==> src/hw/rtl/ssd_pkg.sv <==
// Shared types and constants for the start-string / stop-byte deframer.
// No dependencies; used by every module under hw/rtl.
package ssd_pkg;

	localparam int MAX_MESSAGE   = 256;
	localparam int MAX_START_LEN = 4;

	localparam int CNT_W  = $clog2(MAX_MESSAGE);
	localparam int SYNC_W = $clog2(MAX_START_LEN + 1);
	localparam int OVF_LIMIT = MAX_MESSAGE - 2;

	typedef enum logic [1:0] {
		REG_START_LENGTH = 2'd0,
		REG_START_BYTES  = 2'd1,
		REG_STOP_BYTE    = 2'd2
	} reg_index_t;

	typedef enum logic [1:0] {
		ST_SYNCING   = 2'd0,
		ST_RECEIVING = 2'd1,
		ST_COMPLETE  = 2'd2,
		ST_OVERFLOW  = 2'd3
	} status_t;

	typedef struct packed {
		logic [2:0]  start_length;
		logic [31:0] start_bytes;
		logic [7:0]  stop_byte;
	} cfg_t;

	typedef struct packed {
		status_t    status;
		logic       payload_valid;
		logic [7:0] payload_byte;
		logic [7:0] payload_index;
		logic       end_of_message;
	} result_t;

endpackage

==> src/hw/rtl/ssd_cfg.sv <==
// Configuration register file for the deframer.
// Depends on ssd_pkg.
module ssd_cfg (
	input  logic          clk,
	input  logic          arst_n,
	input  logic          cfg_valid,
	output logic          cfg_ready,
	input  logic [1:0]    cfg_index,
	input  logic [31:0]   cfg_data,
	output ssd_pkg::cfg_t cfg
);

	ssd_pkg::cfg_t cfg_q;

	assign cfg_ready = 1'b1;
	assign cfg       = cfg_q;

	always_ff @(posedge clk or negedge arst_n) begin
		if (!arst_n) begin
			cfg_q.start_length <= 3'd1;
			cfg_q.start_bytes  <= 32'd0;
			cfg_q.stop_byte    <= 8'd10;
		end else if (cfg_valid && cfg_ready) begin
			case (cfg_index)
				ssd_pkg::REG_START_LENGTH: cfg_q.start_length <= cfg_data[2:0];
				ssd_pkg::REG_START_BYTES:  cfg_q.start_bytes  <= cfg_data;
				ssd_pkg::REG_STOP_BYTE:    cfg_q.stop_byte    <= cfg_data[7:0];
				default: ;
			endcase
		end
	end

endmodule

==> src/hw/rtl/ssd_core.sv <==
// Framing state (sync match count, receive mode, byte count) and the
// per-byte result logic. Depends on ssd_pkg.
module ssd_core (
	input  logic             clk,
	input  logic             arst_n,
	input  ssd_pkg::cfg_t    cfg,
	input  logic             step,
	input  logic [7:0]       rx_byte,
	output ssd_pkg::result_t res
);

	logic                       receiving_q;
	logic [ssd_pkg::SYNC_W-1:0] sync_count_q;
	logic [ssd_pkg::CNT_W-1:0]  byte_count_q;

	logic                       receiving_d;
	logic [ssd_pkg::SYNC_W-1:0] sync_count_d;
	logic [ssd_pkg::CNT_W-1:0]  byte_count_d;

	logic [ssd_pkg::SYNC_W-1:0] eff_len;
	logic [ssd_pkg::SYNC_W-1:0] pos;
	logic [ssd_pkg::SYNC_W-1:0] pos_inc;
	logic [7:0]                 start_byte;
	logic [ssd_pkg::CNT_W:0]    count_inc;

	always_comb begin
		// clamp length to 1..MAX_START_LEN
		if (cfg.start_length == 3'd0)
			eff_len = ssd_pkg::SYNC_W'(1);
		else if (32'(cfg.start_length) > ssd_pkg::MAX_START_LEN)
			eff_len = ssd_pkg::SYNC_W'(ssd_pkg::MAX_START_LEN);
		else
			eff_len = ssd_pkg::SYNC_W'(cfg.start_length);

		// count may be stale after a length change
		pos = (sync_count_q >= eff_len) ? '0 : sync_count_q;
		pos_inc = pos + ssd_pkg::SYNC_W'(1);

		// positions past the packed word compare as zero
		if (32'(pos) >= 32'd4)
			start_byte = 8'd0;
		else
			start_byte = cfg.start_bytes[8*pos[1:0] +: 8];

		count_inc = {1'b0, byte_count_q} + (ssd_pkg::CNT_W+1)'(1);

		res = '0;
		res.status   = ssd_pkg::ST_SYNCING;
		receiving_d  = receiving_q;
		sync_count_d = sync_count_q;
		byte_count_d = byte_count_q;

		if (!receiving_q) begin
			if (rx_byte == start_byte && pos_inc >= eff_len) begin
				sync_count_d = '0;
				byte_count_d = '0;
				receiving_d  = 1'b1;
				res.status   = ssd_pkg::ST_RECEIVING;
			end else if (rx_byte == start_byte) begin
				sync_count_d = pos_inc;
			end else begin
				sync_count_d = '0;
			end
		end else begin
			res.payload_valid = 1'b1;
			res.payload_byte  = rx_byte;
			res.payload_index = 8'(byte_count_q);
			byte_count_d      = byte_count_q + ssd_pkg::CNT_W'(1);
			if (rx_byte == cfg.stop_byte) begin
				res.status         = ssd_pkg::ST_COMPLETE;
				res.end_of_message = 1'b1;
			end else if (32'(count_inc) >= ssd_pkg::OVF_LIMIT) begin
				res.status         = ssd_pkg::ST_OVERFLOW;
				res.end_of_message = 1'b1;
			end else begin
				res.status = ssd_pkg::ST_RECEIVING;
			end
			if (res.end_of_message) begin
				byte_count_d = '0;
				receiving_d  = 1'b0;
			end
		end
	end

	always_ff @(posedge clk or negedge arst_n) begin
		if (!arst_n) begin
			receiving_q  <= 1'b0;
			sync_count_q <= '0;
			byte_count_q <= '0;
		end else if (step) begin
			receiving_q  <= receiving_d;
			sync_count_q <= sync_count_d;
			byte_count_q <= byte_count_d;
		end
	end

endmodule

==> src/hw/rtl/start_string_stop_byte_deframer.sv <==
// Top level of the start-string / stop-byte deframer: config registers,
// framing core and the result register. Depends on ssd_pkg, ssd_cfg, ssd_core.
//
//   channel  signals                       direction  word
//   rx       rx_valid rx_stall rx_byte     in         one received byte
//   res      res_valid res_stall fields    out        one result per byte
//   cfg      cfg_valid cfg_ready index/data in        one register write
//
// One byte per cycle while rx_stall is low: the framing state updates in the
// accept cycle and the result shows in the result register the next cycle.
// rx_stall is high only while a result waits and res_stall is high.
// Reset clears the framing state and loads the register defaults.
// cfg_ready is always high.
module start_string_stop_byte_deframer (
	input  logic            clk,
	input  logic            arst_n,
	input  logic            rx_valid,
	output logic            rx_stall,
	input  logic [7:0]      rx_byte,
	output logic            res_valid,
	input  logic            res_stall,
	output logic [1:0]      status,
	output logic            payload_valid,
	output logic [7:0]      payload_byte,
	output logic [7:0]      payload_index,
	output logic            end_of_message,
	input  logic            cfg_valid,
	output logic            cfg_ready,
	input  logic [1:0]      cfg_index,
	input  logic [31:0]     cfg_data
);

	ssd_pkg::cfg_t    cfg;
	ssd_pkg::result_t res;
	ssd_pkg::result_t res_q;
	logic             res_valid_q;
	logic             step;

	assign rx_stall = res_valid_q && res_stall;
	assign step     = rx_valid && !rx_stall;

	ssd_cfg u_cfg (
		.clk       (clk),
		.arst_n    (arst_n),
		.cfg_valid (cfg_valid),
		.cfg_ready (cfg_ready),
		.cfg_index (cfg_index),
		.cfg_data  (cfg_data),
		.cfg       (cfg)
	);

	ssd_core u_core (
		.clk     (clk),
		.arst_n  (arst_n),
		.cfg     (cfg),
		.step    (step),
		.rx_byte (rx_byte),
		.res     (res)
	);

	always_ff @(posedge clk or negedge arst_n) begin
		if (!arst_n) begin
			res_valid_q <= 1'b0;
		end else if (step) begin
			res_valid_q <= 1'b1;
		end else if (!res_stall) begin
			res_valid_q <= 1'b0;
		end
	end

	always_ff @(posedge clk) begin
		if (step) begin
			res_q <= res;
		end
	end

	assign res_valid      = res_valid_q;
	assign status         = res_q.status;
	assign payload_valid  = res_q.payload_valid;
	assign payload_byte   = res_q.payload_byte;
	assign payload_index  = res_q.payload_index;
	assign end_of_message = res_q.end_of_message;

endmodule

==> config.mk <==
export PLATFORM = sky130hd
export DESIGN_NAME = start_string_stop_byte_deframer
export DESIGN_NICKNAME = d
export VERILOG_FILES = /design/src/hw/rtl/ssd_pkg.sv /design/src/hw/rtl/ssd_cfg.sv /design/src/hw/rtl/ssd_core.sv /design/src/hw/rtl/start_string_stop_byte_deframer.sv
export SDC_FILE = /design/constraint.sdc
export NUM_CORES = 1
export LEC_CHECK = 0
export BUFFER_PORTS_ARGS = -buffer_cell sky130_fd_sc_hd__buf_4
export CORE_MARGIN = 1
export CORE_UTILIZATION = 45
export DETAILED_ROUTE_END_ITERATION = 6
export PLACE_DENSITY = 0.64
export SYNTH_ARGS = -nofsm -noshare
export SYNTH_HDL_FRONTEND = slang
export SYNTH_SLANG_ARGS = --single-unit
export TNS_END_PERCENT = 1
==> constraint.sdc <==
create_clock -name clk -period 10.2 [get_ports clk]
set_input_delay 3.06 -clock clk [delete_from_list [all_inputs] [get_ports clk]]
set_output_delay 3.06 -clock clk [all_outputs]
set_load 0.02 [all_outputs]
==> key figures, run 1 <==
Run status
  • Status: finished clean

Synthesis
  • Sequential cell area fraction in the yosys report: 0.505
  • Commonest cells in the netlist: 53 x dfrtp_1, 45 x mux2_2, 21 x nand2_1, 20 x edfxtp_1, 18 x a21oi_1
  • Syn Nets: roughly 400
  • Mapped Cells: about 340
  • FF+latch count, synth: 76
  • Yosys cell types: a little over 50
  • Post-synth top area share: 0.334
  • Mapped cell area: a little under 4000 um^2
  • Yosys Warn Count: 0
  • Area contributors post-synth: dfrtp_1 33%, edfxtp_1 15%, mux2_2 13%
  • Most numerous cell in the Yosys netlist: dfrtp_1
  • Largest area contributor in the netlist: dfrtp_1
  • Async set-reset flop share out of synthesis: 0.737
  • Main synth FF type: dfrtp_1
  • Syn Area/Cell: between 10 and 15 um^2
  • Post-synth EDFFs: 20

Routing
  • Final WL: a little under 8000 um
  • Number of remaining DRC errors: 0
  • Vias: roughly 2,800
  • Highest routing layer actually used: met4
  • 1st-iter DRT viols: 100
  • Avg WL per Cell: approximately 15 um
  • 1st-pass router iterations: 4
  • Met2 wire length: between 3000 and 4000 um
  • Met3 WL: 291 um
  • Vias/cell: 5.43
  • Post-route ant nets: 0
  • DRT met1 WL: around 3700 um

Timing
  • RSZ-0062 raised after global routing: false
  • Final WS setup: roughly 3700 ps
  • Final Hold Fails: 0
  • Setup TNS: 0 ps
  • Crit path time final: approximately 6500 ps
  • Skew final: about 11 ps
  • Max-slew violations: 0
  • Fin crit share: 0.638
  • Tightest Pin Transition: 825 ps
  • Worst hold slack: just over 500 ps
  • Slew headroom: 0.450
  • Max Fclk: roughly 150 MHz
  • Final setup vio count: 0

Placed design
  • Worst slack, placed: 3690 ps
  • Quantity of I/O buffers inserted on ports: just under 70
  • Detailed placement HPWL: between 5000 and 6000 um
  • Inst Count DP: 500
  • GP Congestion: a little over 0.8

Setup path
  • Arr. time, crit path: 3450 ps
  • Crit path max fanout: 3
  • CP Launch Type: input port
  • Cell Chain, Critical Path: buf_4 > nand2_1 > inv_1 > buf_4
  • CP max-delay cell: buf_4
  • WP data required: 7140 ps
  • CP peak stage delay: 150 ps
  • Worst Path Buf+Inv: 3
  • Delay-heaviest family, CP: buffers and inverters
  • Setup CP Type: in2out
  • CP endpoint kind: primary output
  • Crit-path most repeated cell: buf_4

Finish
  • Layout Nets: ~460
  • Multi-input gate area: 1770 um^2
  • Fill cell count: between 700 and 800
  • Non-filler cells, final: about 520
  • Layout Utilization: 0.563
  • Layout cells sized above 1: 0.348
  • Synth-to-Final Area Change: 18.9%
  • Register area: ~2000 um^2
  • Inserted Diodes: 0

Clocking
  • H-tree levels: 3
  • Post-cts resize count: 0
  • Root buffer cell: clkbuf_8
  • Total CTS buffers: 9
  • Clock sinks: 76
  • Hold_buf cts: 0
  • Clock transition at the registers of the reported paths: roughly 80 ps
  • TritonCTS clock tree: built
  • Post-CTS setup buffer count: 0
  • Max clock buf depth: 2
  • Worst-Skew Late Latency: approximately 350 ps

Global routing
  • Total GRT Usage: 0.188
  • Grt total ovfl: 0
  • Largest net degree at the start of global routing: 57
  • First-pass GRT wire length: 12,900 um
  • Initial antenna violation count: 0
  • Number of global-route vias before repair: around 2,600

Die
  • Core area: about 8400 um^2
  • Row count: 33
  • Die height: about 96 um
  • Area of the die: 9200 um^2
  • Initial core utilization: 0.474
  • Die X: ~96 um
  • I/O Pins: 70

Run
  • Max Cap Violations: 0

Power and ir drop
  • LEAKAGE: 0.00208 uW
  • PwrDens: around 170 nW/um^2
  • Worst vdd ir: between 0.00009 and 0.0001 V

Hold path
  • HP Class: reg2reg
-- worst register-to-register path, stage by stage (launching register included) --
cell     delay (ps)
dfrtp_1         830
inv_2           140
ha_1            350
nor2b_4          50
o21ai_1         330
nor2_1          140
ha_1            350
ha_1            300
a21o_1          150
a21oi_1         280
inv_1            70
and4_1          340
mux2_4          310
-- area by class of cell --
class / instances / share of cell area
Clock buffer: 10 / 0.0270
Clock inverter: 6 / 0.0236
Inverter: 15 / 0.0119
Multi-Input combinational cell: 235 / 0.375
Sequential cell: 76 / 0.425
Tap cell: 105 / 0.0278
Timing Repair Buffer: 69 / 0.110
-- layout by cell type (no fill, tap or decap), drive strengths merged, types with 2 or more instances in the layout --
master and instances:
buf 69, dfrtp 53, mux2 46, nand2 21, edfxtp 20, a21oi 19, and2 17, inv 16
nor2 14, nand3 14, o21ai 14, xnor2 10, nand2b 10, clkbuf 10, xor2 9, ha 9
nor3 6, a21o 5, a32oi 4, a31oi 4, mux2i 4, o221ai 4, nand3b 3, bufinv 3
dfstp 3, nor4 3, nor2b 3, a32o 2, o32ai 2, o31ai 2
-- power breakdown --
group,leakage [uW],internal [uW],switching (uW)
Combinational,0.00112,76.3,71.2
Sequential,0.000840,350,21.8
Clock,0.000117,163,116
-- per-stage QoR --
step	total power, uW	instance area (um^2)
CTS	805	4720
finish	799	4720
detailed placement	527	4480
global placement	521	4480
floorplan	483	3970
global route	836	4720
-- sequential cells by signal, summed over array words and instances, names as in the netlist --
name and flops:
u_core.sync_count_q 3, payload_index 8, res_valid 1, payload_valid 1
u_cfg.cfg 43, payload_byte 8, u_core.byte_count_q 8, end_of_message 1
status 2, u_core.receiving_q 1
-- cell families (layout without fill, tap and decap cells) --
family	Yosys count	after routing	share of synthesized area
and+or+nand+nor	95	95	0.128
buffers and inverters	32	100	0.0485
DFF	76	76	0.505
adders and majority gates	9	9	0.0284
muxes	50	50	0.142
other	1	1	0.000945
AOI/OAI and AO/OA	61	61	0.105
xor gates and xnor gates	19	19	0.0419
-- layer usage --
layer / GRT usage / vias to the layer above
met5: 0 / -
met4: 0.0771 / 0
met3: 0.0348 / 11
met2: 0.296 / 64
met1: 0.254 / 1378
li1: - / 1349
-- worst paths after layout --
check                                              startpoint                         to  slack, ps  cells past startpoint
min reg2reg                         u_cfg.cfg[39]$_DFFE_PN0P_  u_cfg.cfg[39]$_DFFE_PN0P_        510                      1
max reg2reg                u_core.sync_count_q[0]$_DFFE_PN0P_        status[0]$_DFFE_PP_       6320                     12
max in group asynchronous                              arst_n  u_cfg.cfg[22]$_DFFE_PN0P_       6960                      1
min in group asynchronous                              arst_n  u_cfg.cfg[16]$_DFFE_PN0P_       2760                      1
max                                                 res_stall                   rx_stall       3690                      4
min                                 u_cfg.cfg[39]$_DFFE_PN0P_  u_cfg.cfg[39]$_DFFE_PN0P_        510                      1
Power figures use the tool's default switching activity.
==> run 2, diff against run 1 <==
==> constraint.sdc (replaced) <==
create_clock -name clk -period 6.1 [get_ports clk]
set_input_delay 1.83 -clock clk [delete_from_list [all_inputs] [get_ports clk]]
set_output_delay 1.83 -clock clk [all_outputs]
set_load 0.02 [all_outputs]
==> run 2 against run 1 <==
Effect of this change: power is 50% higher; combinational power is 67% higher; sequential power rose by 67%; first-iteration DRC count rose by 23%; register-to-register slack worse by 4000 ps; critical path depth stayed put; setup slack got worse by 1700 ps; via count decreased by 3.4%; clock power rose by 18%; global-route usage is 0.73 points lower; critical endpoint unchanged.
==> key figures, run 2 (synthesis results as in run 1) <==
Routing
  • 1st-pass router iterations: 4 (unchanged)
  • Number of remaining DRC errors: 0 (unchanged)
  • Avg WL per Cell: 14.6 um (-5.3%)
  • 1st-iter DRT viols: 123 (+23%)
  • Vias: 2,708 (-3.4%)
  • Final WL: 7540 um (-5.3%)
  • Vias/cell: 5.25 (-3.4%)
  • Post-route ant nets: 0 (unchanged)

Clocking
  • Clock transition at the registers of the reported paths: 70 ps (about the same)
  • Worst-Skew Late Latency: 340 ps (about the same)
  • TritonCTS clock tree: built
  • H-tree levels: 3 (unchanged)
  • Hold_buf cts: 0 (unchanged)
  • Max clock buf depth: 2 (unchanged)
  • Total CTS buffers: 9 (unchanged)
  • Post-CTS setup buffer count: 0 (unchanged)
  • Root buffer cell: clkbuf_8
  • Clock sinks: 76 (unchanged)
  • Post-cts resize count: 0 (unchanged)

Setup path
  • Crit path to: rx_stall
  • CP endpoint kind: primary output
  • WP data required: 4270 ps (-2870 ps)
  • Crit path max fanout: 3 (unchanged)
  • CP Launch Type: input port
  • Worst Setup SP: res_stall
  • Worst r2r src: u_core.sync_count_q[0]$_DFFE_PN0P_
  • Arr. time, crit path: 2240 ps (-1210 ps)
  • Reg-to-reg endpoint: status[0]$_DFFE_PP_
  • R2R Setup Slk: 2280 ps (-4040 ps)
  • Setup CP Type: in2out
  • Worst reg2reg path depth: 12 (unchanged)

Die
  • Row count: 33 (unchanged)
  • Die height: 95.9 um (unchanged)
  • Die X: 95.9 um (unchanged)
  • Initial core utilization: 0.474 (unchanged)
  • Area of the die: 9200 um^2 (unchanged)
  • Core area: 8380 um^2 (unchanged)
  • I/O Pins: 70 (unchanged)

Finish
  • Layout cells sized above 1: 0.341 (-0.00730)
  • Commonest non-fill, non-tap cell in the layout: buf_4
  • Most frequent cells in the layout: 69 x buf_4, 53 x dfrtp_1, 45 x mux2_2
  • Fill cell count: 733 (-0.41%)
  • Synth-to-Final Area Change: 17.1%
  • Final instance area: 4650 um^2 (-1.6%)
  • Inserted Diodes: 0 (unchanged)
  • Max reg flops: 43 (unchanged)
  • Layout Nets: 462 (unchanged)

Placed design
  • Quantity of I/O buffers inserted on ports: 68 (unchanged)
  • Placed cell area: 4480 um^2 (unchanged)
  • Detailed placement HPWL: 5450 um (-2.7%)
  • GP Congestion: 0.813 (-1.7%)

Timing
  • RSZ-0062 raised after global routing: false
  • Max Fclk: ~250 MHz
  • Final Hold Fails: 0 (unchanged)
  • Skew final: 6.14 ps (-4.59 ps)
  • Setup TNS: 0 ps (unchanged)
  • Tightest Pin Transition: 821 ps (-4.01 ps)
  • Slew headroom: 0.452 (+0.00268)
  • Final setup vio count: 0 (unchanged)
  • Fin crit share: 0.668
  • Max-slew violations: 0 (unchanged)
  • Crit path time final: 4070 ps

Run
  • Max Cap Violations: 0 (unchanged)

Global routing
  • Initial antenna violation count: 0 (unchanged)
  • Total GRT Usage: 0.180 (-0.00735)
  • First-pass GRT wire length: 12,400 um (-3.8%)
  • Largest net degree at the start of global routing: 57 (unchanged)
  • Grt total ovfl: 0 (unchanged)
  • Number of global-route vias before repair: 2,590 (-1.8%)

Hold path
  • HP Class: reg2reg

Power and ir drop
  • LEAKAGE: 0.00204 uW (-1.7%)
  • PwrDens: 258 nW/um^2 (+52%)
  • Worst vdd ir: 0.000169 V (+69%)

Run status
  • Status: finished clean
[run 2: cell types whose count changed in the layout (fill, tap and decap cells not counted), sizes merged]
cell,before,now
bufinv,3,0
inv,16,15
clkbuf,10,14
[run 2: how the worst min path moves through the flow]
stage,start,to,slack (ps),cells after the start
after floorplan,u_cfg.cfg[36]$_DFFE_PN0P_,u_cfg.cfg[36]$_DFFE_PN0P_,470,1
after global placement,u_cfg.cfg[36]$_DFFE_PN0P_,u_cfg.cfg[36]$_DFFE_PN0P_,480,1
after detailed placement,u_cfg.cfg[36]$_DFFE_PN0P_,u_cfg.cfg[36]$_DFFE_PN0P_,490,1
after CTS,u_cfg.cfg[36]$_DFFE_PN0P_,u_cfg.cfg[36]$_DFFE_PN0P_,510,1
after global routing,u_cfg.cfg[36]$_DFFE_PN0P_,u_cfg.cfg[36]$_DFFE_PN0P_,520,1
final,u_cfg.cfg[36]$_DFFE_PN0P_,u_cfg.cfg[36]$_DFFE_PN0P_,500,1
[run 2: power breakdown]
group,internal (uW),total [uW],switching [uW]
logic,128,247,119
clock network,159,329,170
registers,586,623,36.4
total,873,1200,325
[run 2: cell type report]
type | instances | area [um^2] | area share
Clock buffer | 14 | 153 | 0.0328
Inverter | 15 | 56.3 | 0.0121
Sequential cell | 76 | 2010 | 0.432
Multi-Input combinational cell | 235 | 1770 | 0.381
Tap cell | 105 | 131 | 0.0283
Timing Repair Buffer | 69 | 518 | 0.111
Clock inverter | 2 | 12.5 | 0.00269
[run 2: critical path, stage by stage]
cell	delay, ps
buf_4	110
nand2_1	100
inv_1	50
buf_4	150
[run 2: metrics by stage]
stage	cells	utilization	hold WS (ps)	setup WS (ps)	total power, uW
2_1_floorplan	343	-	474	2220	808
3_3_place_gp	500	0.535	484	2060	874
3_5_place_dp	500	0.535	489	2040	882
4_1_cts	516	0.554	507	2040	1210
5_1_grt	516	0.554	518	2000	1270
6_report	516	0.554	505	2030	1200
[run 2: layer usage]
metal / up-vias / part of all wire / global-route usage
met2: 62 / 0.47 / 0.293
met3: 11 / 0.045 / 0.0577
met1: 1286 / 0.47 / 0.232
met4: 0 / 0.016 / 0.0485
met5: - / 0 / 0
li1: 1349 / - / -
